`src/hw/rtl/kuf_pkg.sv`:
```
`default_nettype none

package kuf_pkg;

    // field widths
    localparam int EP_W    = 10;
    localparam int RANK_W  = 4;
    localparam int COUNT_W = 16;

    // default graph size
    localparam int VERTICES_DEF = 1024;

    // saturation limits
    localparam logic [RANK_W-1:0]  RANK_MAX  = {RANK_W{1'b1}};
    localparam logic [COUNT_W-1:0] COUNT_MAX = {COUNT_W{1'b1}};

    // events from the sequencer to the result stage
    typedef struct packed {
        logic clear;   // new graph: zero both counters
        logic done;    // edge classified, result to be loaded
        logic joined;  // edge joined two components
    } t_seq_evt;

endpackage

`default_nettype wire

```
`src/hw/rtl/kuf_cnt.sv`:
```
`default_nettype none

module kuf_cnt (
    input  wire logic                         i_clk,
    input  wire logic                         i_rst_n,
    input  wire kuf_pkg::t_seq_evt            i_evt,
    input  wire logic                         i_out_ready,
    output logic                              o_out_valid,
    output logic                              o_in_tree,
    output logic [kuf_pkg::COUNT_W-1:0]       o_class_number,
    output logic                              o_free
);

    logic                        r_valid;
    logic                        r_in_tree;
    logic [kuf_pkg::COUNT_W-1:0] r_class;
    logic [kuf_pkg::COUNT_W-1:0] r_tree_cnt;
    logic [kuf_pkg::COUNT_W-1:0] r_spare_cnt;
    logic [kuf_pkg::COUNT_W-1:0] n_tree_cnt;
    logic [kuf_pkg::COUNT_W-1:0] n_spare_cnt;

    // saturating increments
    assign n_tree_cnt  = (r_tree_cnt == kuf_pkg::COUNT_MAX) ? r_tree_cnt
                                                             : r_tree_cnt + 1'b1;
    assign n_spare_cnt = (r_spare_cnt == kuf_pkg::COUNT_MAX) ? r_spare_cnt
                                                              : r_spare_cnt + 1'b1;

    // class counters
    always_ff @(posedge i_clk) begin
        if (!i_rst_n || i_evt.clear) begin
            r_tree_cnt  <= '0;
            r_spare_cnt <= '0;
        end else if (i_evt.done) begin
            if (i_evt.joined) begin
                r_tree_cnt <= n_tree_cnt;
            end else begin
                r_spare_cnt <= n_spare_cnt;
            end
        end
    end

    // output register valid
    always_ff @(posedge i_clk) begin
        if (!i_rst_n) begin
            r_valid <= 1'b0;
        end else if (i_evt.done) begin
            r_valid <= 1'b1;
        end else if (i_out_ready) begin
            r_valid <= 1'b0;
        end
    end

    // output register payload
    always_ff @(posedge i_clk) begin
        if (i_evt.done) begin
            r_in_tree <= i_evt.joined;
            r_class   <= i_evt.joined ? n_tree_cnt : n_spare_cnt;
        end
    end

    assign o_free         = !r_valid || i_out_ready;
    assign o_out_valid    = r_valid;
    assign o_in_tree      = r_in_tree;
    assign o_class_number = r_class;

endmodule

`default_nettype wire

```
`config.mk`:
```
export PLATFORM = sky130hd
export DESIGN_NAME = kuf_cnt
export DESIGN_NICKNAME = d
export VERILOG_FILES = /design/src/hw/rtl/kuf_pkg.sv /design/src/hw/rtl/kuf_cnt.sv
export SDC_FILE = /design/constraint.sdc
export NUM_CORES = 1
export LEC_CHECK = 0
export BUFFER_PORTS_ARGS = -buffer_cell sky130_fd_sc_hd__buf_2
export CORE_MARGIN = 4
export CORE_UTILIZATION = 48
export DETAILED_ROUTE_END_ITERATION = 8
export PLACE_DENSITY = 0.65
export SETUP_SLACK_MARGIN = 0.15
export SYNTH_ARGS = -nofsm -noshare
export SYNTH_HDL_FRONTEND = slang
export SYNTH_SLANG_ARGS = --single-unit
```
`constraint.sdc`:
```
create_clock -name i_clk -period 2.75 [get_ports i_clk]
set_input_delay 0.275 -clock i_clk [delete_from_list [all_inputs] [get_ports i_clk]]
set_output_delay 0.275 -clock i_clk [all_outputs]
set_load 0.03 [all_outputs]
```
==> results.toml, run 1 <==
[run_status]
status = "completed"

[global_route]
antenna_found_initial = 0
grt_max_degree = 25
grt_pass1_wl_um = 11700
overflow = 0
grt_pass1_vias = 2343
grt_util_all_layers_pct = 19.3

[sta]
slew_headroom_pct = 33.6
finalHoldViolCount = 0
setup_violations = 0
tightestPinTransition_ns = 0.996
max_clock_freq_mhz = 442
rsz0062_at_grt = "false"
setup_tns_ns = 0
skew_ns = 0.0136
drv_slew = 0
post-route-period-util_pct = 82.3
hold-worst-slack_ns = 0.238
period_needed_ns = 2.26

[die]
core_area_mm2 = 0.00596
std_cell_rows = 28
die_height_um = 86.4
io_pins = 25
die_area_mm2 = 0.00746
die_x_um = 86.4
start_util_pct = 49.5

[critical_path]
max_stage_delay_ns = 0.44
crit_path_cell_trace = "ha_1 -> nand3_2 -> nor3_4 -> buf_4 -> a21oi_1 -> xnor2_1 -> mux2i_1"
rr_worst_depth = 7
critPathKind = "flop to flop"
critical_path_required_ns = 2.79
crit_fanout = 10
cp_top_family = "simple AND/OR/NAND/NOR gates"
regToRegStartpoint = "r_tree_cnt[0]"
end_kind = "flop"
startpoint = "r_tree_cnt[0]"
cp.buffers_inverters = 1
r2r_setup_slack_ns = 0.49
cp-start-kind = "flop"
timing.rr.end = "o_class_number[5]"
cp_data_arrival_time_ns = 2.31
slowest_stage = "dfxtp_1"

[clock_tree]
cts_sinks = 50
numCtsBuffers = 5
cts_tree = "done"
cts_setup_buffers = 0
cts_root_buf = "clkbuf_8"
htree_num_levels = 2
clk_pin_slew_worst_paths_ns = 0.09
cts_hold_buf = 0
cts_resized = 0
clk_latency_ns = 0.30
clk_path_buf_depth = 2

[synthesis]
yosys_most_used_dff = "dfxtp_1"
yosysTopAreaCellShare_pct = 22.4
syn_nets = 348
synth_top_family_by_area = "simple AND/OR/NAND/NOR gates"
synthTopCellsByArea = "dfxtp_1 (22%), edfxtp_1 (17%), xnor2_1 (8.3%)"
avgSynthCellArea_um2 = 8.68
muxShareOfSynthArea_pct = 4.11
synth_edf_count = 17
synthXorXnorAreaFrac_pct = 9.20
yosys_warnings = 0
yosys.area_share.adder_pct = 0.848
yosysTopAreaCell = "dfxtp_1"
ys_ff_latch = 50
ys_seq_area_share_pct = 39.7
synth_area_mm2 = 0.00295
synthTopCellsByCount = "nor2_1 (39), dfxtp_1 (33), xnor2_1 (28)"
synth-async-reset-ratio_pct = 0
synth_compound_area_share_pct = 13.6
post_synth_and_or_nand_nor_area_fraction_pct = 27.7
syn-instance-count = 340
synth.most_common_cell = "nor2_1"
netlist-cell-type-count = 58

[worst_hold_path]
hold_path_end = "o_out_valid"
min_from = "i_rst_n"
hold_depth = 2
hp-class = "primary input to flop"

[route]
firstDrtPassIters = 5
wl_met3_um = 327
top_layer = "met4"
drc = 0
routed_via_density = 5.85
ant_nets = 0
drt_iter0_markers = 174
wl_met2_um = 3170
via_count = 2494
wl_met1_um = 3050
routedWlPerCell_um = 15.6
totalWireLength_um = 6650

[power]
leakage_nw = 1.07
vdd_drop_max_uv = 215
powerDensity_mw_per_mm2 = 416

[cells_and_area]
layout-area-overhead-vs-synth_pct = 7.59
drive_gt1_share_pct = 13.7
stdcell_count = 426
fin_nets = 358
antenna_cells = 0

[place]
dp_hpwl_um = 4850
dpl.cell_count = 418
place.port_buffers = 24
globalplace.congestion = 0.954

[job]
drv_cap = 0
## cell usage in the layout (no fill, tap or decap), types with 6 or more instances in the layout
cell type	synthesis	routed
buf_4	1	6
dfxtp_1	33	33
clkbuf_8	0	6
a211oi_1	9	9
mux2i_1	11	11
nor3_1	20	20
o21ai_0	7	7
buf_2	10	24
nand2_1	25	25
nand2b_1	6	6
nor2_1	39	39
nand4_1	11	11
nor4_1	6	6
and3_1	6	6
a21oi_1	24	24
xnor2_1	28	28
nand3_1	13	13
edfxtp_1	17	17
## metrics by stage
step,power [mW],cell area (um^2),util (%),setup WS (ns)
finish,1.32,3170,53.3,0.487
global route,1.38,3170,53.3,0.280
CTS,1.35,3170,53.3,0.487
detailed placement,0.897,3080,51.8,0.521
global placement,0.896,3080,51.8,0.518
floorplan,0.864,2950,-,0.838
## metal layers
| layer | vias to the layer above | GRT usage [%] |
|---|---|---|
| met5 | - | 0 |
| met4 | 0 | 5.38 |
| met3 | 11 | 3.71 |
| met2 | 70 | 30.0 |
| met1 | 1166 | 27.5 |
| li1 | 1247 | - |
## how the worst max path moves through the flow
stage | cells after the start | to | slack, ns
after global placement | 7 | o_class_number[5] | 0.52
after floorplan | 7 | o_class_number[12] | 0.84
final | 7 | o_class_number[5] | 0.49
after global routing | 7 | o_class_number[5] | 0.28
after detailed placement | 7 | o_class_number[5] | 0.52
after CTS | 7 | o_class_number[5] | 0.49
## logic make-up after synthesis
| kind of cell | count (synthesis) |
|---|---|
| and+or+nand+nor | 152 |
| AOI/OAI and AO/OA | 62 |
| DFF | 50 |
| xor gates and xnor gates | 31 |
| buffers and inverters | 31 |
| muxes | 12 |
| adders and majority gates | 2 |
## registers in the layout, summed over array words and instances, names as in the netlist
register / flops
o_class_number: 16
r_spare_cnt: 16
r_tree_cnt: 16
o_in_tree: 1
o_out_valid: 1
## where the power goes
group | internal (mW) | total, mW | switching [mW]
Clock | 0.204 | 0.443 | 0.240
Sequential | 0.776 | 0.781 | 0.00456
Combinational | 0.0255 | 0.0970 | 0.0715
Total | 1.01 | 1.32 | 0.316
## final cells by class
class | instances | area [um^2]
Inverter | 4 | 15.0
Sequential cell | 50 | 1170
Clock inverter | 1 | 5.00
Clock buffer | 7 | 86.3
Fill cell | 564 | 2780
Multi-Input combinational cell | 259 | 1640
Tap cell | 75 | 93.8
Timing Repair Buffer | 30 | 165
Power figures use the tool's default switching activity.
==> run 2, diff against run 1 <==
Clock period 2.75 ns to 2.1 ns, I/O delays scaled along.
==> run 2 against run 1 <==
Effect of this change: flip-flop and latch count unchanged; register-to-register slack got worse by 0.27 ns; worst hold slack got worse by 0.036 ns; die area unchanged; critical endpoint is now o_class_number[1]; clock skew decreased by 0.0063 ns; sequential share of layout area decreased by 2.6 points; routed wire length increased by 9.8%; power increased by 39%; clock-buffer cell count unchanged; final cell count increased by 6.3%; setup slack got worse by 0.27 ns; critical path depth decreased by 1.
==> results.toml, run 2 (synthesis gave the netlist of run 1 again) <==
[sta]
finalHoldViolCount = 0
rsz0062_at_grt = "true"
setup_tns_ns = 0
slew_headroom_pct = 41.0
drv_slew = 0
period_needed_ns = 1.88
setup_violations = 0
tightestPinTransition_ns = 0.885
post-route-period-util_pct = 89.6
max_clock_freq_mhz = 531
skew_ns = 0.00730

[critical_path]
critPathKind = "flop to flop"
end_kind = "flop"
regToRegStartpoint = "r_tree_cnt[1]"
critical_path_required_ns = 2.15
cp_data_arrival_time_ns = 1.94
crit_fanout = 5
rr_worst_depth = 6
cp-start-kind = "flop"
timing.rr.end = "o_class_number[1]"
r2r_setup_slack_ns = 0.22

[cells_and_area]
drive_gt1_share_pct = 22.5
final_common_cell = "nor2_1"
fillers = 565
final_cell_mix = "nor2_1 (38), buf_4 (32), dfxtp_1 (29)"
fin_nets = 385
layout-area-overhead-vs-synth_pct = 16.1
antenna_cells = 0

[route]
firstDrtPassIters = 5
routed_via_density = 5.74
drt_iter0_markers = 241
via_count = 2600
totalWireLength_um = 7300
routedWlPerCell_um = 16.1
ant_nets = 0
drc = 0

[global_route]
grt_max_degree = 20
antenna_found_initial = 0
grt_util_all_layers_pct = 20.9
overflow = 0
grt_pass1_vias = 2617
grt_pass1_wl_um = 12600

[power]
vdd_drop_max_uv = 250
powerDensity_mw_per_mm2 = 537
leakage_nw = 1.23
power_mw = 1.84

[clock_tree]
cts_tree = "done"
numCtsBuffers = 5
cts_sinks = 50
clk_pin_slew_worst_paths_ns = 0.09
clk_path_buf_depth = 2
htree_num_levels = 2
cts_root_buf = "clkbuf_8"
clk_latency_ns = 0.30

[place]
dp_hpwl_um = 5410
globalplace.congestion = 0.895
place.port_buffers = 24

[run_status]
status = "completed"

[die]
std_cell_rows = 28
start_util_pct = 49.5
core_area_mm2 = 0.00596
die_area_mm2 = 0.00746
die_x_um = 86.4
die_height_um = 86.4
io_pins = 25

[worst_hold_path]
min_from = "i_rst_n"
hold_depth = 2
hold_path_end = "o_out_valid"
hp-class = "primary input to flop"

[job]
drv_cap = 0
## run 2: per-stage QoR
step	util [%]	setup slack (ns)	hold WS (ns)	area [um^2]	std cells
after global routing	57.5	0.117	0.197	3430	453
after floorplan	-	0.188	0.309	2950	340
after CTS	57.0	0.152	0.195	3390	452
after detailed placement	55.0	0.107	0.516	3280	444
after global placement	55.0	0.159	0.483	3280	444
final	57.5	0.218	0.202	3430	453
## run 2: worst max path at each step
| stage | from | end | slack [ns] | depth (start not counted) |
|---|---|---|---|---|
| finish | r_tree_cnt[1] | o_class_number[1] | 0.22 | 6 |
| global route | r_tree_cnt[1] | o_class_number[5] | 0.12 | 7 |
| CTS | r_tree_cnt[1] | o_class_number[13] | 0.15 | 6 |
| detailed placement | r_spare_cnt[1] | o_class_number[8] | 0.11 | 6 |
| global placement | r_spare_cnt[1] | o_class_number[14] | 0.16 | 7 |
| floorplan | r_tree_cnt[0] | o_class_number[12] | 0.19 | 7 |
## run 2: area by class of cell
| class | count | area [um^2] | share of cell area, % |
|---|---|---|---|
| well taps | 75 | 93.8 | 2.74 |
| clock buffers | 7 | 76.3 | 2.23 |
| clock inverters | 1 | 30.0 | 0.877 |
| repair buffers | 57 | 372 | 10.8 |
| inverters | 4 | 15.0 | 0.438 |
| multi-input cells | 259 | 1660 | 48.5 |
| flip-flops and latches | 50 | 1180 | 34.3 |
## run 2: report_power, final
part           switching (mW)  leakage [nW]  internal (mW)
Combinational          0.0990         0.734         0.0390
Sequential            0.00547         0.440           1.02
Clock                   0.321        0.0524          0.357
Total                   0.425          1.23           1.41
## run 2: timing repair
| action | CTS | global route |
|---|---|---|
| endpoints found under the hold margin | 0 | 0 |
| hold buffers | 0 | 0 |
| pin swaps | 1 | 2 |
| setup endpoints to repair | 5 | 20 |
| buffers inserted | 0 | 1 |
| resized for setup | 2 | 12 |
## run 2: worst max-delay path: stages (launching register included)
cell	delay, ns
dfxtp_2	0.37
ha_2	0.23
nand3_2	0.16
nor3_4	0.30
nand2_1	0.21
mux2i_1	0.27
a21oi_1	0.10
## run 2: per-layer routing
layer  GRT usage [%]  share of wire (%)  up-vias
met4            5.52                1.2        0
met1            28.2                 45     1231
met5               0                  0        -
met3            3.42                3.7        9
met2            34.8                 50       58
li1                -                  -     1302
==> run 3, diff against run 2 <==
Clock period 2.1 ns to 2 ns, I/O delays scaled along.
==> run 3 against run 2 <==
Effect of this change: critical path depth is the same; via count grew 1.0%; setup slack lost 0.030 ns; register-to-register slack lost 0.03 ns; non-clock buffer count grew 10; sequential share of layout area shrank 0.81 points; critical path type unchanged.
==> results.toml, run 3 (synthesis gave the netlist of run 1 again) <==
[place]
dpl.cell_count = 446
globalplace.congestion = 0.871
dp_slack_ns = -0.0174
placed_area_mm2 = 0.00331
dp_hpwl_um = 5320
place.port_buffers = 24

[global_route]
grt_pass1_vias = 2465
overflow = 0
antenna_found_initial = 0
met2_usage_pct = 35.2
grt_pass1_wl_um = 12200
top_usage_layer = "met2"
grtUsageMet1_pct = 26.9
grt_util_all_layers_pct = 20.4
use_met3_pct = 3.14
grt_max_degree = 20

[critical_path]
crit_fanout = 7
startpoint = "r_tree_cnt[10]"
rr_worst_depth = 6
r2r_setup_slack_ns = 0.19
regToRegStartpoint = "r_tree_cnt[10]"
critical_path_required_ns = 2.06
timing.rr.end = "o_class_number[13]"
end_kind = "flop"
critPathKind = "flop to flop"
cp-start-kind = "flop"
cp_data_arrival_time_ns = 1.88

[route]
totalWireLength_um = 7440
ant_nets = 0
firstDrtPassIters = 4
routed_via_density = 5.67
routedWlPerCell_um = 16.1
drt_iter0_markers = 111
drc = 0
via_count = 2626

[cells_and_area]
antenna_cells = 0
fin_nets = 395
final_cell_mix = "nor2_1 (39), buf_4 (39), xnor2_1 (28)"
drive_gt1_share_pct = 26.8
stdcell_count = 463
fillers = 521
layout-area-overhead-vs-synth_pct = 20.7
fin_area_mm2 = 0.00356

[worst_hold_path]
min_from = "i_rst_n"
hp-class = "primary input to flop"
hold_depth = 2
hold_path_end = "o_out_valid"

[clock_tree]
numCtsBuffers = 5
htree_num_levels = 2
cts_hold_buf = 0
clk_latency_ns = 0.31
clk_path_buf_depth = 2
cts_root_buf = "clkbuf_8"
cts_sinks = 50
clk_pin_slew_worst_paths_ns = 0.10
cts_tree = "done"

[die]
std_cell_rows = 28
core_area_mm2 = 0.00596
die_height_um = 86.4
die_x_um = 86.4
die_area_mm2 = 0.00746
io_pins = 25
start_util_pct = 49.5

[sta]
drv_slew = 0
setup_violations = 0
max_clock_freq_mhz = 552
finalHoldViolCount = 0
rsz0062_at_grt = "true"
layout_setup_ws_ns = 0.188
slew_headroom_pct = 52.8
skew_ns = 0.0101
period_needed_ns = 1.81
tightestPinTransition_ns = 0.708
post-route-period-util_pct = 90.6

[run_status]
status = "completed"

[power]
vdd_drop_max_uv = 278
powerDensity_mw_per_mm2 = 506
power_mw = 1.80
leakage_nw = 1.27

[job]
drv_cap = 0
[run 3: changes by cell type in the layout (fill, tap and decap cells not counted), moves of 2 or more]
cell,change
dfxtp_1,-6
ha_4,+2
buf_4,+7
dfxtp_2,+2
clkbuf_1,-2
dfxtp_4,+4
[run 3: per-stage QoR]
stage	hold slack, ns	util (%)	TNS, ns
5_1_grt	0.171	59.8	0
6_report	0.158	59.8	0
4_1_cts	0.155	57.5	0
3_5_place_dp	0.480	55.5	-0.0174
3_3_place_gp	0.472	55.5	-0.00297
2_1_floorplan	0.299	-	0
[run 3: timing repair]
item | CTS | global route
pin swaps | 2 | 4
resized for setup | 9 | 22
setup endpoints to repair | 21 | 33
gates cloned | 0 | 1
setup buffers | 1 | 7
[run 3: worst max-delay path by stage]
stage	end	slack (ns)	depth (start not counted)
2_1_floorplan	o_class_number[5]	0.16	7
3_3_place_gp	o_class_number[15]	-0.003	4
3_5_place_dp	o_class_number[15]	-0.02	4
4_1_cts	o_class_number[15]	0.11	4
5_1_grt	o_class_number[7]	0.1	7
6_report	o_class_number[13]	0.19	6
[run 3: layout make-up]
class,instances,area [um^2],share of cell area [%]
repair buffers,67,460,12.9
clock inverters,3,16.3,0.457
well taps,75,93.8,2.64
multi-input cells,259,1710,48.1
inverters,4,15.0,0.422
clock buffers,5,68.8,1.93
flip-flops and latches,50,1190,33.5
[run 3: metal layers]
metal / vias up / wire (um)
met5: - / 0
met4: 0 / 70
met1: 1241 / 3440
met3: 7 / 246
met2: 52 / 3680
li1: 1326 / -
[run 3: power breakdown]
group / switching (mW) / total (mW) / internal, mW
logic: 0.104 / 0.147 / 0.0430
clock network: 0.345 / 0.586 / 0.240
registers: 0.00637 / 1.07 / 1.06
total: 0.456 / 1.80 / 1.35
[run 3: critical path: stages, from the launching register on]
cell and delay [ns]:
dfxtp_4 0.39, nand4_1 0.13, buf_4 0.17, or3b_4 0.45, buf_4 0.17, o22ai_1 0.17
a21oi_1 0.09
