## src/hw/rtl/kuf_pkg.sv

```systemverilog
`default_nettype none

package kuf_pkg;

    // field widths
    localparam int EP_W    = 10;
    localparam int RANK_W  = 4;
    localparam int COUNT_W = 16;

    // default graph size
    localparam int VERTICES_DEF = 1024;

    // saturation limits
    localparam logic [RANK_W-1:0]  RANK_MAX  = {RANK_W{1'b1}};
    localparam logic [COUNT_W-1:0] COUNT_MAX = {COUNT_W{1'b1}};

    // events from the sequencer to the result stage
    typedef struct packed {
        logic clear;   // new graph: zero both counters
        logic done;    // edge classified, result to be loaded
        logic joined;  // edge joined two components
    } t_seq_evt;

endpackage

`default_nettype wire

```

## src/hw/rtl/kuf_seq.sv

```systemverilog
`default_nettype none

module kuf_seq #(
    parameter int VERTICES = kuf_pkg::VERTICES_DEF,
    parameter int VW       = 10,
    parameter int DW       = 14
) (
    input  wire logic                       i_clk,
    input  wire logic                       i_rst_n,
    input  wire logic                       i_in_valid,
    output logic                            o_in_ready,
    input  wire logic                       i_new_graph,
    input  wire logic [kuf_pkg::EP_W-1:0]   i_endpoint_a,
    input  wire logic [kuf_pkg::EP_W-1:0]   i_endpoint_b,
    input  wire logic                       i_out_free,
    output kuf_pkg::t_seq_evt               o_evt,
    output logic                            o_mem_we,
    output logic [VW-1:0]                   o_mem_waddr,
    output logic [DW-1:0]                   o_mem_wdata,
    output logic [VW-1:0]                   o_mem_raddr,
    input  wire logic [DW-1:0]              i_mem_rdata
);

    localparam logic [VW-1:0] LAST_IDX = VW'(VERTICES - 1);
    localparam logic [16:0]   VERT_LIM = 17'(VERTICES);

    typedef enum logic [8:0] {
        S_IDLE     = 9'b000000001,
        S_CLEAR    = 9'b000000010,
        S_WALK_REQ = 9'b000000100,
        S_WALK_CHK = 9'b000001000,
        S_COMP_REQ = 9'b000010000,
        S_COMP_CHK = 9'b000100000,
        S_JOIN     = 9'b001000000,
        S_BUMP     = 9'b010000000,
        S_DONE     = 9'b100000000
    } t_state;

    t_state                      r_state,  n_state;
    logic [VW-1:0]               r_a,      n_a;
    logic [VW-1:0]               r_b,      n_b;
    logic                        r_inrange, n_inrange;
    logic                        r_side,   n_side;
    logic [VW-1:0]               r_cur,    n_cur;
    logic [VW-1:0]               r_ra,     n_ra;
    logic [VW-1:0]               r_rb,     n_rb;
    logic [kuf_pkg::RANK_W-1:0]  r_rank_a, n_rank_a;
    logic [kuf_pkg::RANK_W-1:0]  r_rank_b, n_rank_b;
    logic                        r_joined, n_joined;
    logic [VW-1:0]               r_clr,    n_clr;
    logic                        r_pend,   n_pend;

    logic [16:0]                 w_a_ext;
    logic [16:0]                 w_b_ext;
    logic                        w_in_rng;
    logic [VW-1:0]               w_top;
    logic [VW-1:0]               w_rd_par;
    logic [kuf_pkg::RANK_W-1:0]  w_rd_rank;

    // endpoint range check and index
    assign w_a_ext   = 17'(i_endpoint_a);
    assign w_b_ext   = 17'(i_endpoint_b);
    assign w_in_rng  = (w_a_ext < VERT_LIM) && (w_b_ext < VERT_LIM);

    // root of the side being compressed, fields of the read entry
    assign w_top     = r_side ? r_rb : r_ra;
    assign w_rd_par  = i_mem_rdata[VW-1:0];
    assign w_rd_rank = i_mem_rdata[DW-1:VW];

    assign o_in_ready = (r_state == S_IDLE);

    // sequencer
    always_comb begin
        n_state     = r_state;
        n_a         = r_a;
        n_b         = r_b;
        n_inrange   = r_inrange;
        n_side      = r_side;
        n_cur       = r_cur;
        n_ra        = r_ra;
        n_rb        = r_rb;
        n_rank_a    = r_rank_a;
        n_rank_b    = r_rank_b;
        n_joined    = r_joined;
        n_clr       = r_clr;
        n_pend      = r_pend;
        o_evt       = '0;
        o_mem_we    = 1'b0;
        o_mem_waddr = r_cur;
        o_mem_wdata = {w_rd_rank, w_top};
        o_mem_raddr = r_cur;
        case (r_state)
            S_IDLE: begin
                if (i_in_valid) begin
                    n_a       = w_a_ext[VW-1:0];
                    n_b       = w_b_ext[VW-1:0];
                    n_cur     = w_a_ext[VW-1:0];
                    n_inrange = w_in_rng;
                    n_side    = 1'b0;
                    n_joined  = 1'b0;
                    if (i_new_graph) begin
                        o_evt.clear = 1'b1;
                        n_clr       = '0;
                        n_pend      = 1'b1;
                        n_state     = S_CLEAR;
                    end else begin
                        n_state = w_in_rng ? S_WALK_REQ : S_DONE;
                    end
                end
            end
            // one entry a cycle back to a lone root of rank zero
            S_CLEAR: begin
                o_mem_we    = 1'b1;
                o_mem_waddr = r_clr;
                o_mem_wdata = {{kuf_pkg::RANK_W{1'b0}}, r_clr};
                n_clr       = r_clr + 1'b1;
                if (r_clr == LAST_IDX) begin
                    n_pend = 1'b0;
                    if (!r_pend) begin
                        n_state = S_IDLE;
                    end else begin
                        n_state = r_inrange ? S_WALK_REQ : S_DONE;
                    end
                end
            end
            S_WALK_REQ: begin
                n_state = S_WALK_CHK;
            end
            // follow parent links up to the root
            S_WALK_CHK: begin
                if (w_rd_par == r_cur) begin
                    if (!r_side) begin
                        n_ra     = r_cur;
                        n_rank_a = w_rd_rank;
                        n_cur    = r_a;
                    end else begin
                        n_rb     = r_cur;
                        n_rank_b = w_rd_rank;
                        n_cur    = r_b;
                    end
                    n_state = S_COMP_REQ;
                end else begin
                    n_cur   = w_rd_par;
                    n_state = S_WALK_REQ;
                end
            end
            // second pass: point every vertex on the path at the root
            S_COMP_REQ: begin
                if (r_cur == w_top) begin
                    if (!r_side) begin
                        n_side  = 1'b1;
                        n_cur   = r_b;
                        n_state = S_WALK_REQ;
                    end else begin
                        n_state = S_JOIN;
                    end
                end else begin
                    n_state = S_COMP_CHK;
                end
            end
            S_COMP_CHK: begin
                o_mem_we    = 1'b1;
                o_mem_waddr = r_cur;
                o_mem_wdata = {w_rd_rank, w_top};
                n_cur       = w_rd_par;
                n_state     = S_COMP_REQ;
            end
            // union by rank, endpoint a's root wins ties
            S_JOIN: begin
                if (r_ra == r_rb) begin
                    n_joined = 1'b0;
                    n_state  = S_DONE;
                end else begin
                    n_joined = 1'b1;
                    o_mem_we = 1'b1;
                    if (r_rank_a < r_rank_b) begin
                        o_mem_waddr = r_ra;
                        o_mem_wdata = {r_rank_a, r_rb};
                        n_state     = S_DONE;
                    end else begin
                        o_mem_waddr = r_rb;
                        o_mem_wdata = {r_rank_b, r_ra};
                        if ((r_rank_a == r_rank_b) && (r_rank_a != kuf_pkg::RANK_MAX)) begin
                            n_state = S_BUMP;
                        end else begin
                            n_state = S_DONE;
                        end
                    end
                end
            end
            S_BUMP: begin
                o_mem_we    = 1'b1;
                o_mem_waddr = r_ra;
                o_mem_wdata = {r_rank_a + 1'b1, r_ra};
                n_state     = S_DONE;
            end
            // hand the result over once the output register is free
            S_DONE: begin
                if (i_out_free) begin
                    o_evt.done   = 1'b1;
                    o_evt.joined = r_joined;
                    n_state      = S_IDLE;
                end
            end
            default: begin
                n_state = S_IDLE;
            end
        endcase
    end

    // control state
    always_ff @(posedge i_clk) begin
        if (!i_rst_n) begin
            r_state <= S_CLEAR;
            r_clr   <= '0;
            r_pend  <= 1'b0;
        end else begin
            r_state <= n_state;
            r_clr   <= n_clr;
            r_pend  <= n_pend;
        end
    end

    // working registers
    always_ff @(posedge i_clk) begin
        r_a       <= n_a;
        r_b       <= n_b;
        r_inrange <= n_inrange;
        r_side    <= n_side;
        r_cur     <= n_cur;
        r_ra      <= n_ra;
        r_rb      <= n_rb;
        r_rank_a  <= n_rank_a;
        r_rank_b  <= n_rank_b;
        r_joined  <= n_joined;
    end

`ifndef ASSERT_OFF
    // the clearing sweep steps one entry a cycle without stopping
    a_clear_step: assert property (@(posedge i_clk) disable iff (!i_rst_n)
        (r_state == S_CLEAR && r_clr != LAST_IDX)
        |=> (r_state == S_CLEAR && r_clr == $past(r_clr) + 1'b1))
        else $error("clearing sweep broke off early");

    // finished compressing a's path, b's walk starts from endpoint b
    a_side_switch: assert property (@(posedge i_clk) disable iff (!i_rst_n)
        (r_state == S_COMP_REQ && r_cur == w_top && !r_side)
        |=> (r_state == S_WALK_REQ && r_side && r_cur == r_b))
        else $error("second endpoint walk not started");

    // a tree edge always joins two distinct roots
    a_join_roots: assert property (@(posedge i_clk) disable iff (!i_rst_n)
        (o_evt.done && o_evt.joined) |-> (r_ra != r_rb && r_inrange))
        else $error("tree edge reported with equal roots");

    // a result is only handed over when the output register can take it
    a_done_free: assert property (@(posedge i_clk) disable iff (!i_rst_n)
        o_evt.done |-> i_out_free)
        else $error("result overwrote a waiting transaction");
`endif

endmodule

`default_nettype wire

```

## config.mk

```make
export PLATFORM = sky130hd
export DESIGN_NAME = kuf_seq
export DESIGN_NICKNAME = d
export VERILOG_FILES = /design/src/hw/rtl/kuf_pkg.sv /design/src/hw/rtl/kuf_seq.sv
export SDC_FILE = /design/constraint.sdc
export NUM_CORES = 1
export LEC_CHECK = 0
export BUFFER_PORTS_ARGS = -buffer_cell sky130_fd_sc_hd__buf_2
export CAP_MARGIN = 20
export CORE_UTILIZATION = 37
export CTS_CLUSTER_DIAMETER = 150
export DETAILED_ROUTE_END_ITERATION = 8
export PLACE_DENSITY_LB_ADDON = 0.2
export SLEW_MARGIN = 20
export SYNTH_ARGS = -nofsm -noshare
export SYNTH_HDL_FRONTEND = slang
export SYNTH_SLANG_ARGS = --single-unit
```

## constraint.sdc

```tcl
create_clock -name i_clk -period 4.2 [get_ports i_clk]
set_clock_uncertainty 0.15 [all_clocks]
set_input_delay 0.84 -clock i_clk [delete_from_list [all_inputs] [get_ports i_clk]]
set_output_delay 0.84 -clock i_clk [all_outputs]
set_load 0.05 [all_outputs]
```

==> metrics.cfg, run 1 <==
[outcome]
status=finished clean

[finish]
diodes=0
multi_input_area_um2=2426
ff_latch_area_um2=2202
fin_area_um2=5746
fillerInstances=1229
layout-drive-gt1-share_pct=23.97
areaGrowthSynthToFinish_pct=20.40
final_nets=599

[floorplan]
die_area_um2=13360
core_area_um2=12620
start_util_pct=37.81
chipHeight_um=115.6
rows=41
chipWidth_um=115.6
ioPinCount=78

[logic_synthesis]
synth_edf_count=60
yosysTopAreaCell=edfxtp_1
yosysTopAreaCellShare_pct=37.76
yosysSeqAreaShare_pct=46.15
synth-async-reset-ratio_pct=0
avgSynthCellArea_um2=10.13
ys_types=56
ys_ff_latch=80
synthFlopType=edfxtp_1
ys.warnings.count=0
ys_top_cells_by_area=edfxtp_1 38%, dfxtp_1 8.4%, xor2_1 4.6%
syn_inst=471
synth_most_common_cell=edfxtp_1
netlist_top_cells_count=60 x edfxtp_1, 50 x nand2_1, 49 x nor2_1
synth_fp_nets=516
syn_area_um2=4772

[setup_path]
max_stage_delay_ns=0.57
cp-end-kind=output pin
worstSetupStartpointType=flip-flop
worst_ep_required_time_ns=3.21
cpMaxStageDelayCell=o31ai_1
reg2reg_from=r_side$_DFFE_PP_
worstSetupPathType=reg -> out
crit_arrival_ns=3.10
r2r_cells=7
path_cells=ha_1 > nor2b_1 > o21a_1 > o21a_1 > o31ai_1 > buf_4 > a32oi_1 > o21ai_0 > buf_2
regToRegSetupSlack_ns=1.02
timing.rr.end=o_mem_raddr[2]$_DFFE_PP_
crit_path_max_fanout=7
crit_family=compound AO/OA/AOI/OAI gates
cp_num_buf_inv=2
crit_path_frequent_cell=o21a_1

[global_routing]
grt_pass1_vias=3854
gr-total-overflow=0
grt_max_degree=21
grt_pass1_wl_um=20710
antenna_found_initial=0
grt.total_usage_pct=20.95

[sta]
rsz0062_at_grt=no
fin_ws_ns=0.1122
hold_ws_ns=0.3616
period_needed_ns=4.088
fmax_mhz=244.6
slew_headroom_pct=42.24
period_share_pct=97.33
setup_viol=0
drv_slew=0
finalSetupTns_ns=0
final_hold_viol_count=0
worst_slew_pin_slew_ns=0.8600

[cts]
cts_hold_buf=0
htreeDepth=3
cts_root_buffer=clkbuf_16
tritoncts=done
clk_pin_slew_worst_paths_ns=0.06
clock_latency_ns=0.35
numCtsBuffers=9
cts_sinks=80
clock_path_buffers=2

[power]
p_per_area_nw_per_um2=414.7
total_power_mw=2.383
ir_worst_vdd_uv=234.6
p_leak_nw=2.227

[routing]
ant_nets=0
avgRoutedWirePerCell_um=18.11
via_per_inst=5.539
wl_met2_um=6284
dr_wl_met3_um=701
route.vias.total=4049
drt_iter0_drc=247
drc=0
dr.pass1.iters=5
wirelength_um=13240
dr.max_layer_used=met4
met1_length_um=5866

[placement]
placed_cell_area_um2=5384
port_buffers=77
dp_hpwl_um=9585
dp_slack_ns=0.3406
finalWeightedCongestion=0.8680

[hold_path]
hold_path.startpoint=r_b[3]$_DFFE_PP_
holdPathEnd=o_mem_raddr[3]$_DFFE_PP_
hold_path_class=reg -> reg
holdPathStages=2

[flow_run]
drv_cap=0

==> worst register-to-register path, stage by stage (launching register included) <==
cell      delay, ns
edfxtp_1       0.79
mux2_2         0.44
xor2_1         0.15
nor4_1         0.59
nand3_1        0.20
o21a_1         0.23
a21oi_1        0.11
buf_4          0.22
==> repair_timing <==
action | CTS | global route
resized for setup | 1 | 1
buffers inserted | 0 | 2
endpoints found under the hold margin | 0 | 0
pin swaps | 0 | 2
setup endpoints to repair | 2 | 21
==> area by class of cell <==
cell class,instances,area share (%)
clock buffer,11,4.051
clock inverter,5,1.807
sequential,80,38.33
inverter,14,0.9146
multi-input combinational,355,42.23
timing repair buffer,94,8.929
tap,172,3.746
==> power by group <==
group          internal, mW  switching (mW)  leakage [nW]  total, mW
logic                 0.176           0.419          1.36      0.595
clock network         0.582           0.324         0.164      0.906
registers             0.859          0.0223         0.699      0.881
==> registers in the layout, indices dropped and copies added (netlist names), 4 cells and up <==
register     count
o_mem_raddr     10
r_a             10
r_b             10
r_clr           10
r_ra            10
r_rank_a         4
r_rank_b         4
r_rb            10
r_state          9
==> kinds of logic (layout without fill, tap and decap cells) <==
| family | after synthesis | count (layout) | share of synthesized area, % |
|---|---|---|---|
| simple gates | 173 | 173 | 18.46 |
| compound gates | 101 | 101 | 15.60 |
| flops | 80 | 80 | 46.15 |
| xor+xnor | 42 | 42 | 7.708 |
| buf+inv | 36 | 124 | 3.225 |
| mux | 33 | 33 | 7.289 |
| fa+ha+maj | 6 | 6 | 1.573 |
==> cell usage in the layout (no fill, tap or decap), types with 11 or more instances in the layout <==
master,synthesis,final
mux2_2,14,14
nor2b_1,11,11
edfxtp_1,60,60
mux2i_1,19,19
nand2_1,50,50
inv_1,14,14
nor2_1,49,49
xor2_1,25,25
o21ai_0,26,26
xnor2_1,17,17
o211ai_1,14,14
buf_2,6,77
buf_4,1,17
dfxtp_1,20,20
==> through the flow <==
step	instances	util, %
2_1_floorplan	471	-
3_3_place_gp	713	42.66
3_5_place_dp	713	42.66
4_1_cts	729	45.39
5_1_grt	731	45.53
6_report	731	45.53
==> routing by layer <==
layer	vias to the layer above	GRT usage, %
li1	1924	-
met1	1934	27.12
met2	166	33.85
met3	25	3.400
met5	-	0
met4	0	10.82
==> how the worst max path moves through the flow <==
stage                      end  slack, ns               startpoint  cells after the start
6_report        o_mem_wdata[6]       0.11    r_rank_a[1]$_DFFE_PP_                      9
5_1_grt         o_mem_wdata[6]       0.01    r_rank_a[1]$_DFFE_PP_                      9
4_1_cts         o_mem_wdata[4]       0.04  r_state[8]$_SDFFE_PN0P_                      6
3_5_place_dp   o_mem_wdata[12]       0.34        r_ra[6]$_DFFE_PP_                      7
3_3_place_gp   o_mem_wdata[12]       0.46  r_state[8]$_SDFFE_PN0P_                      7
2_1_floorplan  o_mem_wdata[12]       0.02    r_rank_a[1]$_DFFE_PP_                      8
Note: power is estimated with default switching activity, not from simulation.
==> run 2, diff against run 1 <==
BUFFER_PORTS_ARGS = -buffer_cell sky130_fd_sc_hd__clkbuf_2   (was -buffer_cell sky130_fd_sc_hd__buf_2)
CAP_MARGIN = unset   (was 20)
==> run 2 against run 1 <==
Against the previous run: final cell count fell by 0.27%; sequential share of layout area up 0.28 points; flip-flop and latch count is the same; largest cell class unchanged.
==> metrics.cfg, run 2 (same netlist as run 1, synthesis figures left out) <==
[power]
swShare_pct=34.20  ; was 32.11%
clkPwrFrac_pct=35.5  ; was 38.0%
internal_power_mw=1.499  ; was 1.618 mW
p_seq_share_pct=38.6  ; was 37.0%
p_sw_mw=0.7789  ; was 0.7650 mW
power_frac_comb_pct=25.9  ; was 25.0%
p_per_area_nw_per_um2=399.3  ; was 414.7 nW/um2
p_leak_nw=2.197  ; was 2.227 nW
ir_worst_vdd_uv=232.6  ; was 234.6 uV

[global_routing]
grt_max_degree=21  ; unchanged
grt_pass1_vias=3934  ; was 3854
antenna_found_initial=0  ; unchanged
gr-total-overflow=0  ; unchanged
grt.total_usage_pct=20.97  ; was 20.95%
grt_pass1_wl_um=21000  ; was 20710 um

[cts]
cts_sinks=80  ; unchanged
clock_latency_ns=0.34  ; was 0.35 ns
post-cts-setup-buffers=0  ; unchanged
htreeDepth=3  ; unchanged
cts_hold_buf=0  ; unchanged
clock_path_buffers=2  ; unchanged
cts_root_buffer=clkbuf_16  ; unchanged
tritoncts=done  ; unchanged
clk_pin_slew_worst_paths_ns=0.07  ; was 0.06 ns
numCtsBuffers=9  ; unchanged

[sta]
hold_ws_ns=0.3549  ; was 0.3616 ns
slew_headroom_pct=47.63  ; was 42.24%
setup_viol=0  ; unchanged
drv_slew=0  ; unchanged
finalSetupTns_ns=0  ; unchanged
fmax_mhz=249.2  ; was 244.6 MHz
rsz0062_at_grt=no  ; unchanged
period_share_pct=95.55  ; was 97.33%
period_needed_ns=4.013  ; was 4.088 ns
worst_slew_pin_slew_ns=0.7773  ; was 0.8600 ns
final_hold_viol_count=0  ; unchanged

[hold_path]
hold_path_class=reg -> reg  ; unchanged
holdPathStages=2  ; unchanged

[routing]
via_per_inst=5.498  ; was 5.539
drt_iter0_drc=211  ; was 247
drc=0  ; unchanged
dr.pass1.iters=6  ; was 5
ant_nets=0  ; unchanged
route.vias.total=4008  ; was 4049
avgRoutedWirePerCell_um=18.03  ; was 18.11 um
wirelength_um=13150  ; was 13240 um

[setup_path]
cpMaxStageDelayCell=or4_1  ; was o31ai_1
path_cells=or4_1 > nor4_4 > buf_4 > a221o_1 > o21ba_1 > o22a_1 > clkbuf_2  ; was ha_1 > nor2b_1 > o21a_1 > o21a_1 > o31ai_1 > buf_4 > a32oi_1 > o21ai_0 > buf_2
crit_family=simple AND/OR/NAND/NOR gates  ; was compound AO/OA/AOI/OAI gates
cp-end-kind=output pin  ; unchanged
worstSetupStartpointType=flip-flop  ; unchanged
critical_path_depth=7  ; was 9
worstSetupPathType=reg -> out  ; unchanged
r2r_cells=7  ; unchanged
crit_path_max_fanout=8  ; was 7
max_stage_delay_ns=0.69  ; was 0.57 ns
cp_num_buf_inv=2  ; unchanged
crit_arrival_ns=3.02  ; was 3.10 ns
worst_ep_required_time_ns=3.21  ; about the same

[floorplan]
ioPinCount=78  ; unchanged
start_util_pct=37.81  ; unchanged
chipWidth_um=115.6  ; unchanged
core_area_um2=12620  ; unchanged
die_area_um2=13360  ; unchanged
chipHeight_um=115.6  ; unchanged
rows=41  ; unchanged

[finish]
final_nets=597  ; was 599
mostFrequentLayoutCell=clkbuf_2  ; was buf_2
diodes=0  ; unchanged
areaGrowthSynthToFinish_pct=19.53  ; was 20.40%
layout-drive-gt1-share_pct=24.06  ; was 23.97%
fillerInstances=1242  ; was 1229
final_cell_mix=77 x clkbuf_2, 60 x edfxtp_1, 50 x nand2_1, 49 x nor2_1, 26 x o21ai_0  ; was 77 x buf_2, 60 x edfxtp_1, 50 x nand2_1, 49 x nor2_1, 26 x o21ai_0

[flow_run]
drv_cap=0  ; unchanged

[outcome]
status=finished clean  ; unchanged

[placement]
dp_hpwl_um=9542  ; was 9585 um
finalWeightedCongestion=0.8426  ; was 0.8680
port_buffers=77  ; unchanged

run 2: cell count changes in the layout (fill, tap and decap cells not counted), sizes merged:
cell | before | now
clkbuf | 11 | 86
buf | 94 | 15
clkinv | 1 | 4
bufinv | 3 | 1
inv | 15 | 16
run 2: worst reg2reg max path: cells and delay by family, from the launching register on:
family	cells	cell delay (ns)
multiplexers	1	0.43
XOR/XNOR	1	0.15
flip-flops	1	0.79
buffers and inverters	1	0.22
AO/OA/AOI/OAI	2	0.35
AND/OR/NAND/NOR	2	0.81
run 2: layer usage:
layer	part of all wire, %	GRT usage (%)
met5	0	0
met3	4.2	3.295
met4	2.1	7.359
met2	48	34.89
met1	45	27.71
run 2: layout make-up:
cell class | count | area (um2) | area share [%]
sequential | 80 | 2202 | 38.60
tap | 172 | 215.2 | 3.773
inverter | 14 | 52.55 | 0.9213
clock inverter | 7 | 80.08 | 1.404
timing repair buffer | 92 | 498.0 | 8.730
multi-input combinational | 355 | 2431 | 42.62
clock buffer | 9 | 225.2 | 3.948
run 2: what timing repair did:
item	CTS	global route
setup endpoints to repair	1	19
resized for setup	1	2
pin swaps	0	0
run 2: worst paths after layout:
kind,start,end,slack (ns)
max reg2reg,r_side$_DFFE_PP_,o_mem_raddr[1]$_DFFE_PP_,1.01
max,r_state[8]$_SDFFE_PN0P_,o_mem_waddr[5],0.19
min reg2reg,r_pend$_SDFFE_PN0P_,r_pend$_SDFFE_PN0P_,0.35
min,r_pend$_SDFFE_PN0P_,r_pend$_SDFFE_PN0P_,0.35
run 2: per-stage QoR:
stage / power [mW] / area [um2] / setup slack [ns] / std cells / utilization (%)
floorplan: 1.327 / 4772 / 0.02197 / 471 / -
global placement: 1.480 / 5384 / 0.4200 / 713 / 42.66
detailed placement: 1.485 / 5384 / 0.3382 / 713 / 42.66
CTS: 2.296 / 5697 / 0.06838 / 729 / 45.14
global route: 2.374 / 5704 / 0.01426 / 729 / 45.20
finish: 2.278 / 5704 / 0.1870 / 729 / 45.20
run 2: power groups by stage:
stage | clock (mW) | sequential [mW] | combinational [mW]
6_report | 0.808 | 0.880 | 0.590
3_3_place_gp | 0 | 0.897 | 0.583
5_1_grt | 0.857 | 0.881 | 0.636
2_1_floorplan | 0 | 0.889 | 0.438
4_1_cts | 0.825 | 0.880 | 0.591
3_5_place_dp | 0 | 0.897 | 0.588
